$ cat src/rtl/vnf_pkg.sv
// ----------------------------------------------------------------------------
// vnf_pkg
// Shared types and constants of the two-dimensional fractal value noise unit.
// ----------------------------------------------------------------------------
`default_nettype none

package vnf_pkg;

	// Field widths fixed by the interface.
	localparam int COORD_W   = 32;
	localparam int OCT_CNT_W = 4;
	localparam int LAC_W     = 16;
	localparam int GAIN_W    = 16;
	localparam int NOISE_W   = 17;
	localparam int CFG_IDX_W = 8;
	localparam int CFG_DAT_W = 16;
	localparam int TAB_W     = 32;
	localparam int TERM_W    = 32;
	// Effective octave count, wide enough for the largest supported table.
	localparam int N_W       = 5;

	// Configuration register indexes.
	localparam logic [CFG_IDX_W-1:0] REG_OCTAVE_COUNT = CFG_IDX_W'(0);
	localparam logic [CFG_IDX_W-1:0] REG_LACUNARITY   = CFG_IDX_W'(1);
	localparam logic [CFG_IDX_W-1:0] REG_GAIN         = CFG_IDX_W'(2);

	// Register values after reset.
	localparam logic [OCT_CNT_W-1:0] OCT_CNT_RST = OCT_CNT_W'(4);
	localparam logic [LAC_W-1:0]     LAC_RST     = LAC_W'(8192);
	localparam logic [GAIN_W-1:0]    GAIN_RST    = GAIN_W'(8192);

	// Unity in Q16.16 (tables) and in Q1.16 (noise values).
	localparam logic [TAB_W-1:0]   TAB_ONE = TAB_W'(65536);
	localparam logic [NOISE_W-1:0] ONE_Q16 = NOISE_W'(65536);

	// Lattice hash.
	localparam logic [31:0] HASH_K1  = 32'd374761393;
	localparam logic [31:0] HASH_K2  = 32'd668265263;
	localparam logic [31:0] HASH_K12 = 32'd1043026656;
	localparam logic [31:0] HASH_K3  = 32'd1274126177;
	localparam int          XS_SHIFT = 13;
	localparam int          HASH_KEEP = 24;

	// Smoothstep: t*t*(3 - 2t) with t in Q0.16.
	localparam logic [17:0] SMOOTH_BASE = 18'd196608;

	// Reciprocal of the amplitude sum: 2^48 / S, one quotient bit per cycle.
	localparam int                    QUO_W     = 49;
	localparam int                    DIV_CNT_W = 6;
	localparam logic [DIV_CNT_W-1:0]  DIV_TOP   = DIV_CNT_W'(QUO_W - 1);

	// Pipeline latencies of the lane and of the final scaling.
	localparam int LANE_LAT  = 11;
	localparam int FINAL_LAT = 2;

	typedef enum logic [1:0] {
		TB_IDLE,
		TB_TABLE,
		TB_DIVIDE
	} tb_state_t;

	typedef struct packed {
		logic             busy;
		logic [N_W-1:0]   n_active;
		logic [TAB_W-1:0] recip;
	} tbl_status_t;

endpackage

`default_nettype wire

$ cat src/rtl/vnf_reduce.sv
// ----------------------------------------------------------------------------
// vnf_reduce
// Registered adder tree over the octave terms, then normalisation by the
// reciprocal of the amplitude sum with rounding and clamping.
// ----------------------------------------------------------------------------
`default_nettype none

module vnf_reduce import vnf_pkg::*; #(
	parameter int MAX_OCTAVES = 8
) (
	input  wire logic              clk,
	input  wire logic              en,
	input  wire logic [TERM_W-1:0] term [MAX_OCTAVES],
	input  wire logic [TAB_W-1:0]  recip,
	output logic [NOISE_W-1:0]     noise_value
);

	localparam int LEVELS = (MAX_OCTAVES > 1) ? $clog2(MAX_OCTAVES) : 0;
	localparam int LEAVES = 1 << LEVELS;
	localparam int ACC_W  = TERM_W + $clog2(MAX_OCTAVES + 1);
	localparam int HI_W   = ACC_W - 32;
	localparam int R_W    = HI_W + 33;
	localparam logic [64:0] FIN_RND = 65'd1 << 31;

	logic [ACC_W-1:0]     leaf [LEAVES];
	logic [ACC_W-1:0]     acc;
	logic [64:0]          lo_rnd;
	logic [R_W-1:0]       scaled;

	logic [63:0]          prod_lo_s1;
	logic [HI_W+31:0]     prod_hi_s1;
	logic [NOISE_W-1:0]   noise_s2;

	for (genvar k = 0; k < LEAVES; k++) begin : g_leaf
		if (k < MAX_OCTAVES) begin : g_used
			assign leaf[k] = ACC_W'(term[k]);
		end else begin : g_pad
			assign leaf[k] = '0;
		end
	end

	// Heap order: node k sums nodes 2k+1 and 2k+2, the leaves follow the inner nodes.
	if (LEVELS > 0) begin : g_tree
		logic [ACC_W-1:0] node_sum_q [LEAVES-1];
		for (genvar k = 0; k < LEAVES - 1; k++) begin : g_node
			if (2 * k + 1 >= LEAVES - 1) begin : g_from_leaf
				always_ff @(posedge clk) begin
					if (en) begin
						node_sum_q[k] <= leaf[2 * k + 2 - LEAVES] + leaf[2 * k + 3 - LEAVES];
					end
				end
			end else begin : g_from_node
				always_ff @(posedge clk) begin
					if (en) node_sum_q[k] <= node_sum_q[2 * k + 1] + node_sum_q[2 * k + 2];
				end
			end
		end
		assign acc = node_sum_q[0];
	end else begin : g_flat
		assign acc = leaf[0];
	end

	// The sum is wider than 32 bits, so it is scaled in two partial products.
	always_ff @(posedge clk) begin
		if (en) begin
			prod_lo_s1 <= acc[31:0] * recip;
			prod_hi_s1 <= acc[ACC_W-1:32] * recip;
		end
	end

	assign lo_rnd = 65'(prod_lo_s1) + FIN_RND;
	assign scaled = R_W'(prod_hi_s1) + R_W'(lo_rnd[64:32]);

	always_ff @(posedge clk) begin
		if (en) noise_s2 <= (scaled > R_W'(ONE_Q16)) ? ONE_Q16 : scaled[NOISE_W-1:0];
	end

	assign noise_value = noise_s2;

endmodule

`default_nettype wire

$ cat config.mk
export PLATFORM = sky130hd
export DESIGN_NAME = vnf_reduce
export DESIGN_NICKNAME = d
export VERILOG_FILES = /design/src/rtl/vnf_pkg.sv /design/src/rtl/vnf_reduce.sv
export SDC_FILE = /design/constraint.sdc
export NUM_CORES = 2
export LEC_CHECK = 0
export ABC_AREA = 1
export BUFFER_PORTS_ARGS = -buffer_cell sky130_fd_sc_hd__buf_2
export CAP_MARGIN = 20
export CORE_MARGIN = 3
export CORE_UTILIZATION = 35
export CTS_BUF_LIST = sky130_fd_sc_hd__clkbuf_8
export DETAILED_ROUTE_END_ITERATION = 6
export RECOVER_POWER = 25
export REMOVE_ABC_BUFFERS = 1
export SYNTH_ARGS = -nofsm -noshare
export SYNTH_HDL_FRONTEND = slang
export SYNTH_SLANG_ARGS = --single-unit
$ cat constraint.sdc
create_clock -name clk -period 15.8 [get_ports clk]
set_input_delay 3.16 -clock clk [delete_from_list [all_inputs] [get_ports clk]]
set_output_delay 3.16 -clock clk [all_outputs]
set_load 0.02 [all_outputs]
==> results.json <==
{
  "post_drt_wl_per_cell_microns": 17.2,
  "routed_wl_mm": 188,
  "drv_slew": 136,
  "gp_congestion": 0.931,
  "finalSetupTns_ns": 0,
  "clk_latency_ns": 0.74,
  "clock-root-buffer": "clkbuf_8",
  "die_width_microns": 434,
  "grt_max_degree": 101,
  "start_kind": "input pin",
  "r2r_cells": 25,
  "fin_nets": 10300,
  "first_pass_iters": 6,
  "gr-total-overflow": 0,
  "syn_area_sq_um": 64000,
  "holdPathStages": 1,
  "clock_sinks": 321,
  "crit_path_top_delay_cell": "buf_2",
  "avgSynthCellArea_sq_um": 7.71,
  "hold_viol_final": 0,
  "final_layout_size_suffix_gt1_share_pct": 6.14,
  "final_core_util_pct": 38.1,
  "violations": "capacitance limit, slew limit",
  "fillers": 18700,
  "cts-htree-levels": 2,
  "grt_pass1_wl_mm": 305,
  "first_iter_violations": 3131,
  "drv_cap": 2,
  "port_buffers": 306,
  "start_util_pct": 35.3,
  "cts_made_buffers": 59,
  "hpwl_mm": 156,
  "finalClockSkew_ns": 0.0429,
  "die_area_sq_um": 188000,
  "wl_met3_mm": 9.81,
  "num_io_pins": 307,
  "grt_usage_pct": 20.4,
  "synth_edf_count": 321,
  "endpoint_kind": "flip-flop",
  "antenna_found_initial": 8,
  "max_stage_delay_ns": 0.64,
  "cts-resized-gates": 0,
  "synthesis.yosys.warnings": 0,
  "tightest_slew_ns": 6.13,
  "clock.fmax_mhz": 101,
  "grt_pass1_vias": 56900,
  "path_clk_slew_ns": 0.06,
  "rsz0062_at_grt": "false",
  "synth.distinct_cells": 45,
  "fin_crit_sh_pct": 62.5,
  "setup_violations": 0,
  "avgViaCountPerCell": 4.83,
  "worstSetupPathType": "input pin to flip-flop",
  "cts_tree": "done",
  "cts_hold_buf": 0,
  "final_cell_mix": "2217 x inv_1, 2012 x nand2_1, 933 x fa_1, 589 x ha_1, 452 x nor2_1",
  "ys.flop_type": "edfxtp_1",
  "cts_setup_buffers": 0,
  "dr_wl_met2_mm": 94.4,
  "top_layer": "met5",
  "final_cell_area_sq_um": 69200,
  "cp.required_ns": 16.27,
  "synthCells": 8303,
  "max_slew_margin_pct": -309,
  "arrival_ns": 10.34,
  "whs_ns": 0.551,
  "postPlaceCellArea_sq_um": 68000,
  "drc": 0,
  "cp_common_cell": "fa_1",
  "hp-class": "flip-flop to flip-flop",
  "status": "finished with violations",
  "vias": 52700,
  "core_area_sq_um": 181000,
  "synthToLayoutAreaGrowth_pct": 8.03,
  "final_common_cell": "inv_1",
  "die_h_microns": 434,
  "crit_path_max_fanout": 35,
  "synth_seq_cells": 321,
  "ant_nets": 0,
  "synth_seq_area_share_pct": 15.1,
  "std_cell_rows": 156,
  "synth-async-reset-ratio_pct": 0,
  "min_period_ns": 9.87,
  "ctsLongestPathBuffers": 3,
  "wl_met1_mm": 78.3
}
[logic make-up after synthesis]
group / after synthesis / synth area share [%]
simple gates: 2812 / 17.7
buf+inv: 2464 / 14.5
fa+ha+maj: 1522 / 40.7
compound gates: 886 / 8.03
flops: 321 / 15.1
xor+xnor: 298 / 4.08
[state kept, by name, summed over array words and instances (netlist names)]
| signal | cells |
|---|---|
| g_tree.node_sum_q | 235 |
| prod_hi_s1 | 36 |
| prod_lo_s1 | 33 |
| noise_value | 17 |
[per-stage QoR]
| step | std cells | setup slack, ns |
|---|---|---|
| 2_1_floorplan | 8068 | 6.79 |
| 3_3_place_gp | 10800 | 5.20 |
| 3_5_place_dp | 10800 | 5.21 |
| 4_1_cts | 10900 | 6.01 |
| 5_1_grt | 10900 | 5.61 |
| 6_report | 10900 | 5.93 |
[synth_stat cells, types with 11 or more instances]
| cell | number | area (sq um) |
|---|---|---|
| fa_1 | 933 | 18700 |
| nor3_1 | 57 | 285 |
| a21o_1 | 51 | 383 |
| clkbuf_1 | 223 | 837 |
| ha_1 | 589 | 7370 |
| a21boi_0 | 21 | 158 |
| xor2_1 | 199 | 1740 |
| nor2_1 | 452 | 1700 |
| a31oi_1 | 37 | 231 |
| o21a_1 | 45 | 338 |
| nor3_2 | 13 | 130 |
| inv_1 | 2205 | 8280 |
| o21ai_0 | 198 | 991 |
| nand3_1 | 140 | 701 |
| o21ai_1 | 13 | 65.1 |
| xnor2_1 | 99 | 867 |
| inv_2 | 21 | 78.8 |
| nand2_2 | 20 | 125 |
| o2111ai_1 | 14 | 123 |
| a21oi_1 | 397 | 1990 |
| o21bai_1 | 59 | 443 |
| nand2_1 | 2012 | 7550 |
| nand4_1 | 53 | 332 |
| a221oi_1 | 14 | 123 |
| edfxtp_1 | 321 | 9640 |
| nor4_1 | 20 | 125 |
| nor2_2 | 11 | 68.8 |
[worst max-delay path: cells and delay by family]
kind | cells | cell delay (ns)
buf+inv | 8 | 1.11
simple gates | 6 | 1.26
fa+ha+maj | 9 | 4.46
xor+xnor | 1 | 0.12
compound gates | 1 | 0.21
[per-layer routing]
| metal | up-vias | GRT usage [%] |
|---|---|---|
| met3 | 307 | 2.04 |
| met1 | 25500 | 25.7 |
| met5 | - | 0 |
| li1 | 25300 | - |
| met4 | 2 | 5.23 |
| met2 | 1515 | 37.0 |
[path summary, 6_finish.rpt]
path	startpoint	end	slack (ns)
worst max register to register	g_tree.node_sum_q[0][6]$_DFFE_PP_	prod_lo_s1[54]$_DFFE_PP_	8.28
worst min-delay path	g_tree.node_sum_q[3][0]$_DFFE_PP_	g_tree.node_sum_q[1][0]$_DFFE_PP_	0.55
worst min register to register	g_tree.node_sum_q[3][0]$_DFFE_PP_	g_tree.node_sum_q[1][0]$_DFFE_PP_	0.55
worst max-delay path	recip[2]	prod_lo_s1[54]$_DFFE_PP_	5.93
[final cells by class]
type	count	area, sq um	share of cell area (%)
Antenna cell	6	15.0	0.0217
Tap cell	2370	2970	4.29
Sequential cell	321	9640	13.9
Inverter	2229	8370	12.1
Multi-Input combinational cell	5518	45100	65.2
Clock inverter	48	367	0.530
Timing Repair Buffer	353	1880	2.72
Clock buffer	59	812	1.17
Power is not shown: default switching activity piles up to over one toggle a cycle in this logic, so the estimate is an artifact.
