### config.mk
export PLATFORM = sky130hd
export DESIGN_NAME = vnf_table_builder_flat
export DESIGN_NICKNAME = d
export VERILOG_FILES = /design/src/rtl/vnf_pkg.sv /design/src/rtl/vnf_if.sv /design/src/rtl/vnf_table_builder.sv /design/src/flat_wrapper.sv
export SDC_FILE = /design/constraint.sdc
export NUM_CORES = 2
export LEC_CHECK = 0
export BUFFER_PORTS_ARGS = -buffer_cell sky130_fd_sc_hd__buf_2
export CAP_MARGIN = 5
export CORE_ASPECT_RATIO = 1.25
export CORE_MARGIN = 2
export CORE_UTILIZATION = 39
export DETAILED_ROUTE_END_ITERATION = 10
export SYNTH_ARGS = -nofsm -noshare
export SYNTH_HDL_FRONTEND = slang
export SYNTH_SLANG_ARGS = --single-unit
### constraint.sdc
create_clock -name clk -period 15.3 [get_ports clk]
set_input_delay 1.53 -clock clk [delete_from_list [all_inputs] [get_ports clk]]
set_output_delay 1.53 -clock clk [all_outputs]
set_load 0.02 [all_outputs]
### src/rtl/vnf_pkg.sv
// ----------------------------------------------------------------------------
// vnf_pkg
// Shared types and constants of the two-dimensional fractal value noise unit.
// ----------------------------------------------------------------------------
`default_nettype none

package vnf_pkg;

	// Field widths fixed by the interface.
	localparam int COORD_W   = 32;
	localparam int OCT_CNT_W = 4;
	localparam int LAC_W     = 16;
	localparam int GAIN_W    = 16;
	localparam int NOISE_W   = 17;
	localparam int CFG_IDX_W = 8;
	localparam int CFG_DAT_W = 16;
	localparam int TAB_W     = 32;
	localparam int TERM_W    = 32;
	// Effective octave count, wide enough for the largest supported table.
	localparam int N_W       = 5;

	// Configuration register indexes.
	localparam logic [CFG_IDX_W-1:0] REG_OCTAVE_COUNT = CFG_IDX_W'(0);
	localparam logic [CFG_IDX_W-1:0] REG_LACUNARITY   = CFG_IDX_W'(1);
	localparam logic [CFG_IDX_W-1:0] REG_GAIN         = CFG_IDX_W'(2);

	// Register values after reset.
	localparam logic [OCT_CNT_W-1:0] OCT_CNT_RST = OCT_CNT_W'(4);
	localparam logic [LAC_W-1:0]     LAC_RST     = LAC_W'(8192);
	localparam logic [GAIN_W-1:0]    GAIN_RST    = GAIN_W'(8192);

	// Unity in Q16.16 (tables) and in Q1.16 (noise values).
	localparam logic [TAB_W-1:0]   TAB_ONE = TAB_W'(65536);
	localparam logic [NOISE_W-1:0] ONE_Q16 = NOISE_W'(65536);

	// Lattice hash.
	localparam logic [31:0] HASH_K1  = 32'd374761393;
	localparam logic [31:0] HASH_K2  = 32'd668265263;
	localparam logic [31:0] HASH_K12 = 32'd1043026656;
	localparam logic [31:0] HASH_K3  = 32'd1274126177;
	localparam int          XS_SHIFT = 13;
	localparam int          HASH_KEEP = 24;

	// Smoothstep: t*t*(3 - 2t) with t in Q0.16.
	localparam logic [17:0] SMOOTH_BASE = 18'd196608;

	// Reciprocal of the amplitude sum: 2^48 / S, one quotient bit per cycle.
	localparam int                    QUO_W     = 49;
	localparam int                    DIV_CNT_W = 6;
	localparam logic [DIV_CNT_W-1:0]  DIV_TOP   = DIV_CNT_W'(QUO_W - 1);

	// Pipeline latencies of the lane and of the final scaling.
	localparam int LANE_LAT  = 11;
	localparam int FINAL_LAT = 2;

	typedef enum logic [1:0] {
		TB_IDLE,
		TB_TABLE,
		TB_DIVIDE
	} tb_state_t;

	typedef struct packed {
		logic             busy;
		logic [N_W-1:0]   n_active;
		logic [TAB_W-1:0] recip;
	} tbl_status_t;

endpackage

`default_nettype wire

### src/rtl/vnf_if.sv
// ----------------------------------------------------------------------------
// vnf_if
// Valid/ready channels of the fractal value noise unit: samples, results and
// configuration writes.
// ----------------------------------------------------------------------------
`default_nettype none


interface vnf_cfg_if import vnf_pkg::*; ();
	logic                 valid;
	logic                 ready;
	logic [CFG_IDX_W-1:0] index;
	logic [CFG_DAT_W-1:0] data;

	modport source (output valid, output index, output data, input ready);
	modport sink   (input valid, input index, input data, output ready);
endinterface

`default_nettype wire

### src/rtl/vnf_table_builder.sv
// ----------------------------------------------------------------------------
// vnf_table_builder
// Configuration registers, per-octave frequency and amplitude tables and the
// reciprocal of the amplitude sum, rebuilt after reset and on every register write.
// ----------------------------------------------------------------------------
`default_nettype none

module vnf_table_builder import vnf_pkg::*; #(
	parameter int MAX_OCTAVES = 8
) (
	input  wire logic        clk,
	input  wire logic        arst_n,
	vnf_cfg_if.sink          cfg,
	output logic [TAB_W-1:0] freq_tab [MAX_OCTAVES],
	output logic [TAB_W-1:0] amp_tab  [MAX_OCTAVES],
	output tbl_status_t      status
);

	localparam int CNT_W = $clog2(MAX_OCTAVES + 1);
	localparam int IDX_W = (MAX_OCTAVES > 1) ? $clog2(MAX_OCTAVES) : 1;
	localparam int SUM_W = TAB_W + CNT_W;
	localparam logic [CNT_W-1:0] LAST_IDX = CNT_W'(MAX_OCTAVES - 1);

	tb_state_t state_q, state_d;

	logic [OCT_CNT_W-1:0] octave_count_q;
	logic [LAC_W-1:0]     lacunarity_q;
	logic [GAIN_W-1:0]    gain_q;

	logic [CNT_W-1:0]     idx_q;
	logic [TAB_W-1:0]     cur_freq_q;
	logic [TAB_W-1:0]     cur_amp_q;
	logic [SUM_W-1:0]     sum_q;
	logic [DIV_CNT_W-1:0] div_cnt_q;
	logic [SUM_W-1:0]     rem_q;
	logic [QUO_W-1:0]     quo_q;
	logic [TAB_W-1:0]     recip_q;
	logic [TAB_W-1:0]     freq_tab_q [MAX_OCTAVES];
	logic [TAB_W-1:0]     amp_tab_q  [MAX_OCTAVES];

	logic                 cfg_hit;
	logic [N_W-1:0]       n_active;
	logic [47:0]          freq_prod, amp_prod;
	logic [35:0]          freq_shift;
	logic [33:0]          amp_shift;
	logic [TAB_W-1:0]     freq_next, amp_next;
	logic [SUM_W:0]       trial;
	logic                 quo_bit;
	logic [SUM_W-1:0]     rem_next;
	logic [QUO_W-1:0]     quo_next;
	logic [TAB_W-1:0]     recip_next;

	assign cfg.ready = 1'b1;
	assign cfg_hit   = cfg.valid && (cfg.index == REG_OCTAVE_COUNT ||
		cfg.index == REG_LACUNARITY || cfg.index == REG_GAIN);

	always_ff @(posedge clk or negedge arst_n) begin
		if (!arst_n) begin
			octave_count_q <= OCT_CNT_RST;
			lacunarity_q   <= LAC_RST;
			gain_q         <= GAIN_RST;
		end else if (cfg.valid) begin
			case (cfg.index)
				REG_OCTAVE_COUNT: octave_count_q <= cfg.data[OCT_CNT_W-1:0];
				REG_LACUNARITY:   lacunarity_q   <= cfg.data[LAC_W-1:0];
				REG_GAIN:         gain_q         <= cfg.data[GAIN_W-1:0];
				default: ;
			endcase
		end
	end

	assign n_active = (N_W'(octave_count_q) > N_W'(MAX_OCTAVES)) ? N_W'(MAX_OCTAVES)
		: N_W'(octave_count_q);

	// Next table entries, saturated to 32 bits.
	assign freq_prod  = cur_freq_q * lacunarity_q;
	assign amp_prod   = cur_amp_q * gain_q;
	assign freq_shift = freq_prod[47:12];
	assign amp_shift  = amp_prod[47:14];
	assign freq_next  = (|freq_shift[35:32]) ? '1 : freq_shift[31:0];
	assign amp_next   = (|amp_shift[33:32]) ? '1 : amp_shift[31:0];

	// One restoring division step; the dividend is 2^48, so only its top bit is set.
	assign trial      = {rem_q, (div_cnt_q == DIV_TOP)};
	assign quo_bit    = (trial >= {1'b0, sum_q});
	assign rem_next   = quo_bit ? SUM_W'(trial - {1'b0, sum_q}) : trial[SUM_W-1:0];
	assign quo_next   = {quo_q[QUO_W-2:0], quo_bit};
	assign recip_next = (n_active == '0 || sum_q == '0) ? '0
		: ((|quo_next[QUO_W-1:TAB_W]) ? '1 : quo_next[TAB_W-1:0]);

	always_ff @(posedge clk or negedge arst_n) begin
		if (!arst_n) begin
			state_q <= TB_TABLE;
		end else begin
			state_q <= state_d;
		end
	end

	always_comb begin
		state_d = state_q;
		unique case (state_q)
			TB_IDLE: begin
				if (cfg_hit) state_d = TB_TABLE;
			end
			TB_TABLE: begin
				if (cfg_hit) state_d = TB_TABLE;
				else if (idx_q == LAST_IDX) state_d = TB_DIVIDE;
			end
			TB_DIVIDE: begin
				if (cfg_hit) state_d = TB_TABLE;
				else if (div_cnt_q == '0) state_d = TB_IDLE;
			end
			default: state_d = TB_IDLE;
		endcase
	end

	always_ff @(posedge clk or negedge arst_n) begin
		if (!arst_n) begin
			idx_q      <= '0;
			cur_freq_q <= TAB_ONE;
			cur_amp_q  <= TAB_ONE;
			sum_q      <= '0;
			div_cnt_q  <= DIV_TOP;
			rem_q      <= '0;
			quo_q      <= '0;
			recip_q    <= '0;
		end else if (cfg_hit) begin
			idx_q      <= '0;
			cur_freq_q <= TAB_ONE;
			cur_amp_q  <= TAB_ONE;
			sum_q      <= '0;
			div_cnt_q  <= DIV_TOP;
			rem_q      <= '0;
			quo_q      <= '0;
		end else begin
			case (state_q)
				TB_TABLE: begin
					idx_q      <= idx_q + 1'b1;
					cur_freq_q <= freq_next;
					cur_amp_q  <= amp_next;
					if (N_W'(idx_q) < n_active) sum_q <= sum_q + SUM_W'(cur_amp_q);
				end
				TB_DIVIDE: begin
					div_cnt_q <= div_cnt_q - 1'b1;
					rem_q     <= rem_next;
					quo_q     <= quo_next;
					if (div_cnt_q == '0) recip_q <= recip_next;
				end
				default: ;
			endcase
		end
	end

	always_ff @(posedge clk) begin
		if (state_q == TB_TABLE) begin
			freq_tab_q[idx_q[IDX_W-1:0]] <= cur_freq_q;
			amp_tab_q[idx_q[IDX_W-1:0]]  <= cur_amp_q;
		end
	end

	assign freq_tab        = freq_tab_q;
	assign amp_tab         = amp_tab_q;
	assign status.busy     = (state_q != TB_IDLE);
	assign status.n_active = n_active;
	assign status.recip    = recip_q;

`ifndef SYNTHESIS
	// With no octaves selected the finished reciprocal must force the result to zero.
	a_zero_octaves_recip: assert property (@(posedge clk) disable iff (!arst_n)
		(state_q == TB_IDLE && n_active == '0) |-> recip_q == '0)
		else $error("reciprocal not zero with zero octaves");

	// The last table step hands over to a full-length division.
	a_table_to_divide: assert property (@(posedge clk) disable iff (!arst_n)
		(state_q == TB_TABLE && !cfg_hit && idx_q == LAST_IDX)
		|=> (state_q == TB_DIVIDE && div_cnt_q == DIV_TOP))
		else $error("division did not start after the last table entry");
`endif

endmodule

`default_nettype wire

### src/flat_wrapper.sv
// flat-port wrapper written by rule: the top's interface ports become plain ports
module vnf_table_builder_flat import vnf_pkg::*;
#(
	parameter int MAX_OCTAVES = 8
)
  (clk, arst_n, freq_tab, amp_tab, status, cfg_valid, cfg_index, cfg_data, cfg_ready);
  vnf_cfg_if cfg_i ();
  input  wire logic clk;
  input  wire logic arst_n;
  output logic [TAB_W-1:0] freq_tab[MAX_OCTAVES];
  output logic [TAB_W-1:0] amp_tab[MAX_OCTAVES];
  output tbl_status_t status;
  input wire logic [$bits(cfg_i.valid)-1:0] cfg_valid;
  input wire logic [$bits(cfg_i.index)-1:0] cfg_index;
  input wire logic [$bits(cfg_i.data)-1:0] cfg_data;
  output wire logic [$bits(cfg_i.ready)-1:0] cfg_ready;
  assign cfg_i.valid = cfg_valid;
  assign cfg_i.index = cfg_index;
  assign cfg_i.data = cfg_data;
  assign cfg_ready = cfg_i.ready;
  vnf_table_builder #(.MAX_OCTAVES(MAX_OCTAVES)) u_core (.clk(clk), .arst_n(arst_n), .cfg(cfg_i), .freq_tab(freq_tab), .amp_tab(amp_tab), .status(status));
endmodule
==> results.toml <==
[power]
p_leak_nw = 31.9
powerDensity_mw_per_mm2 = 154
ir_drop_v = 0.0000996

[floorplan]
start_util = 0.393
design.core.area_mm2 = 0.158
die-area_mm2 = 0.162
dieWidth_um = 361
placementRows = 163
ios = 578
die_h_um = 450

[worst_setup_path]
critical_path_required_ns = 15.89
worst_path_max_delay_cell = "dfrtp_1"
cp_cell_sequence = "nand2_1 -> fa_1 -> inv_1 -> fa_1 -> inv_1 -> fa_1 -> inv_1 -> fa_1 -> fa_1 -> inv_1 -> fa_1 -> inv_1 -> ha_1 -> a21oi_1 -> o21a_1 -> o221ai_1 -> a221oi_1 -> o22a_1 -> o211ai_1 -> nand2_1 -> xor2_1 -> nand4_2 -> o221a_2"
cp.arrival_ns = 8.65
endpoint_kind = "register"
slowest_delay_ns = 1.19
cp_max_fo = 33
start_kind = "register"
worstSetupPathType = "reg2reg"
ff2ff_setup_slack_ns = 7.24
cpMostUsedCell = "fa_1"

[detailed_routing]
drt-total-wl_um = 181000
drc_errors = 0
first_iter_violations = 3440
antenna_left = 0
vias = 44100
firstDrtPassIters = 6
viasPerCell = 5.24
wl_per_cell_um = 21.5

[synthesis]
synth_edf_count = 512
synth_cell_types = 90
avgSynthCellArea_um2 = 10.7
syn_area_mm2 = 0.0620
ys_async_sr_fraction = 0.340
synth_flop_cell = "edfxtp_1"
synth-seq-cells = 776
synth-seq-area-share = 0.355
synthCells = 5819
syn-num-nets = 6990
synth.yosys.warnings = 0

[timing]
fin_ws_ns = 7.24
maxSlewViolCount = 0
rsz0062_at_grt = "no"
tns_ns = 0
slew-limit-headroom = 0.143
tightest_slew_ns = 1.29
finalCritPeriodShare = 0.526
setup_viol = 0
fin_crit_ns = 8.06
fin_skew_ns = 0.0619
fmax_mhz = 124
hold_viol_final = 0

[placement]
dp_hpwl_um = 131000
post-place-ws_ns = 7.35
portBuffers = 575
gp_congestion = 0.953

[clocking]
numCtsBuffers = 84
cts_root_buffer = "clkbuf_16"
cts_setup_buffers = 0
clkTransAtPathRegs_ns = 0.06
cts_sinks = 776
clock_path_buffers = 3
cts_hold_buf = 0
post_cts_resize_count = 0
cts_max_level = 3
clock_latency_ns = 0.72
cts_tree = "yes"

[global_route]
grt_pass1_wl_um = 280000
grt_max_degree = 153
antenna_found_initial = 21
overflow = 0
track_usage = 0.224
grt_pass1_vias = 46600

[finish]
final_cell_mix = "993 x inv_1, 949 x nand2_1, 836 x fa_1"
post-route-util = 0.443
final_layout_size_suffix_gt1_frac = 0.149
fin_nets = 7453
final_common_cell = "inv_1"
area_growth_pct = 12.8

[status]
status = "finished, final reports clean"

[job]
cap_violations = 0

[hold_path]
hold_path.class = "reg2reg"
-- final timing paths --
| kind | startpoint | end | cells past startpoint |
|---|---|---|---|
| min in group asynchronous | arst_n | u_core.recip_q[4]$_DFFE_PN0P_ | 1 |
| max in group asynchronous | arst_n | u_core.gain_q[6]$_DFFE_PN0P_ | 2 |
| min | u_core.recip_q[9]$_DFFE_PN0P_ | u_core.recip_q[9]$_DFFE_PN0P_ | 2 |
| min reg2reg | u_core.recip_q[9]$_DFFE_PN0P_ | u_core.recip_q[9]$_DFFE_PN0P_ | 2 |
| max | u_core.gain_q[3]$_DFFE_PN0P_ | u_core.cur_amp_q[5]$_DFFE_PN0P_ | 23 |
| max reg2reg | u_core.gain_q[3]$_DFFE_PN0P_ | u_core.cur_amp_q[5]$_DFFE_PN0P_ | 23 |
-- critical path: cells and delay by family, from the launching register on --
kind / cells / cell delay, ns
AOI/OAI and AO/OA: 7 / 1.89
buffers and inverters: 5 / 0.26
DFF: 1 / 1.19
and+or+nand+nor: 3 / 0.99
xor gates and xnor gates: 1 / 0.17
adders and majority gates: 7 / 3.42
-- synth_stat cells, types with 75 or more instances --
master    number  area, um2
a21o_1        75        563
edfxtp_1     512      15400
xnor2_1       78        683
nor2_1       115        432
ha_1         308       3850
nand2_1      949       3560
and2_1       378       2360
inv_1        993       3730
o21ai_0      169        846
dfrtp_1      256       6410
fa_1         836      16700
a21oi_1      239       1200
clkbuf_1     265        995
-- stage by stage --
| stage | cells | instance area, um2 | power (W) | hold slack, ns |
|---|---|---|---|---|
| detailed placement | 8258 | 67100 | 0.00864 | 0.468 |
| CTS | 8411 | 69900 | 0.0108 | 0.482 |
| floorplan | 5819 | 62000 | 0.00690 | 0.472 |
| finish | 8414 | 69900 | 0.0107 | 0.477 |
| global placement | 8258 | 67100 | 0.00858 | 0.461 |
| global route | 8412 | 69900 | 0.0115 | 0.500 |
-- where the power goes --
| group | internal [W] | total, W | switching (W) |
|---|---|---|---|
| Sequential | 0.00283 | 0.00347 | 0.000643 |
| Combinational | 0.00188 | 0.00519 | 0.00331 |
| Clock | 0.00115 | 0.00207 | 0.000913 |
-- area by class of cell --
class                   instances  area, um2
diodes                          3       7.51
clock buffers                 108       2270
clock inverters                45        499
fillers                     15000      87900
inverters                     994       3730
multi-input cells            3750      35200
flip-flops and latches        776      22000
well taps                    2062       2580
repair buffers                676       3660
-- cell families (layout without fill, tap and decap cells) --
group / count (synthesis) / in the layout / share of synthesized area
AO/OA/AOI/OAI: 761 / 761 / 0.0823
XOR/XNOR: 131 / 131 / 0.0185
adder cells (fa/ha/maj): 1144 / 1144 / 0.332
buffers and inverters: 1293 / 1823 / 0.0796
flip-flops: 776 / 776 / 0.355
multiplexers: 38 / 38 / 0.00684
other: 2 / 5 / 0.000121
AND/OR/NAND/NOR: 1674 / 1674 / 0.126
-- flip-flops by register name (all words and copies together) (netlist names), 16 cells and up --
signal               cells
u_core.lacunarity_q     16
u_core.sum_q            36
u_core.freq_tab        256
u_core.amp_tab         256
u_core.gain_q           16
u_core.quo_q            48
u_core.recip_q          32
u_core.rem_q            36
u_core.cur_freq_q       32
u_core.cur_amp_q        32
-- routing by layer --
| layer | wire length (um) | global-route usage |
|---|---|---|
| met2 | 91900 | 0.400 |
| met5 | 34 | 0 |
| met3 | 11500 | 0.0371 |
| met1 | 70600 | 0.272 |
| met4 | 6590 | 0.0809 |
Note: power is estimated with default switching activity, not from simulation.
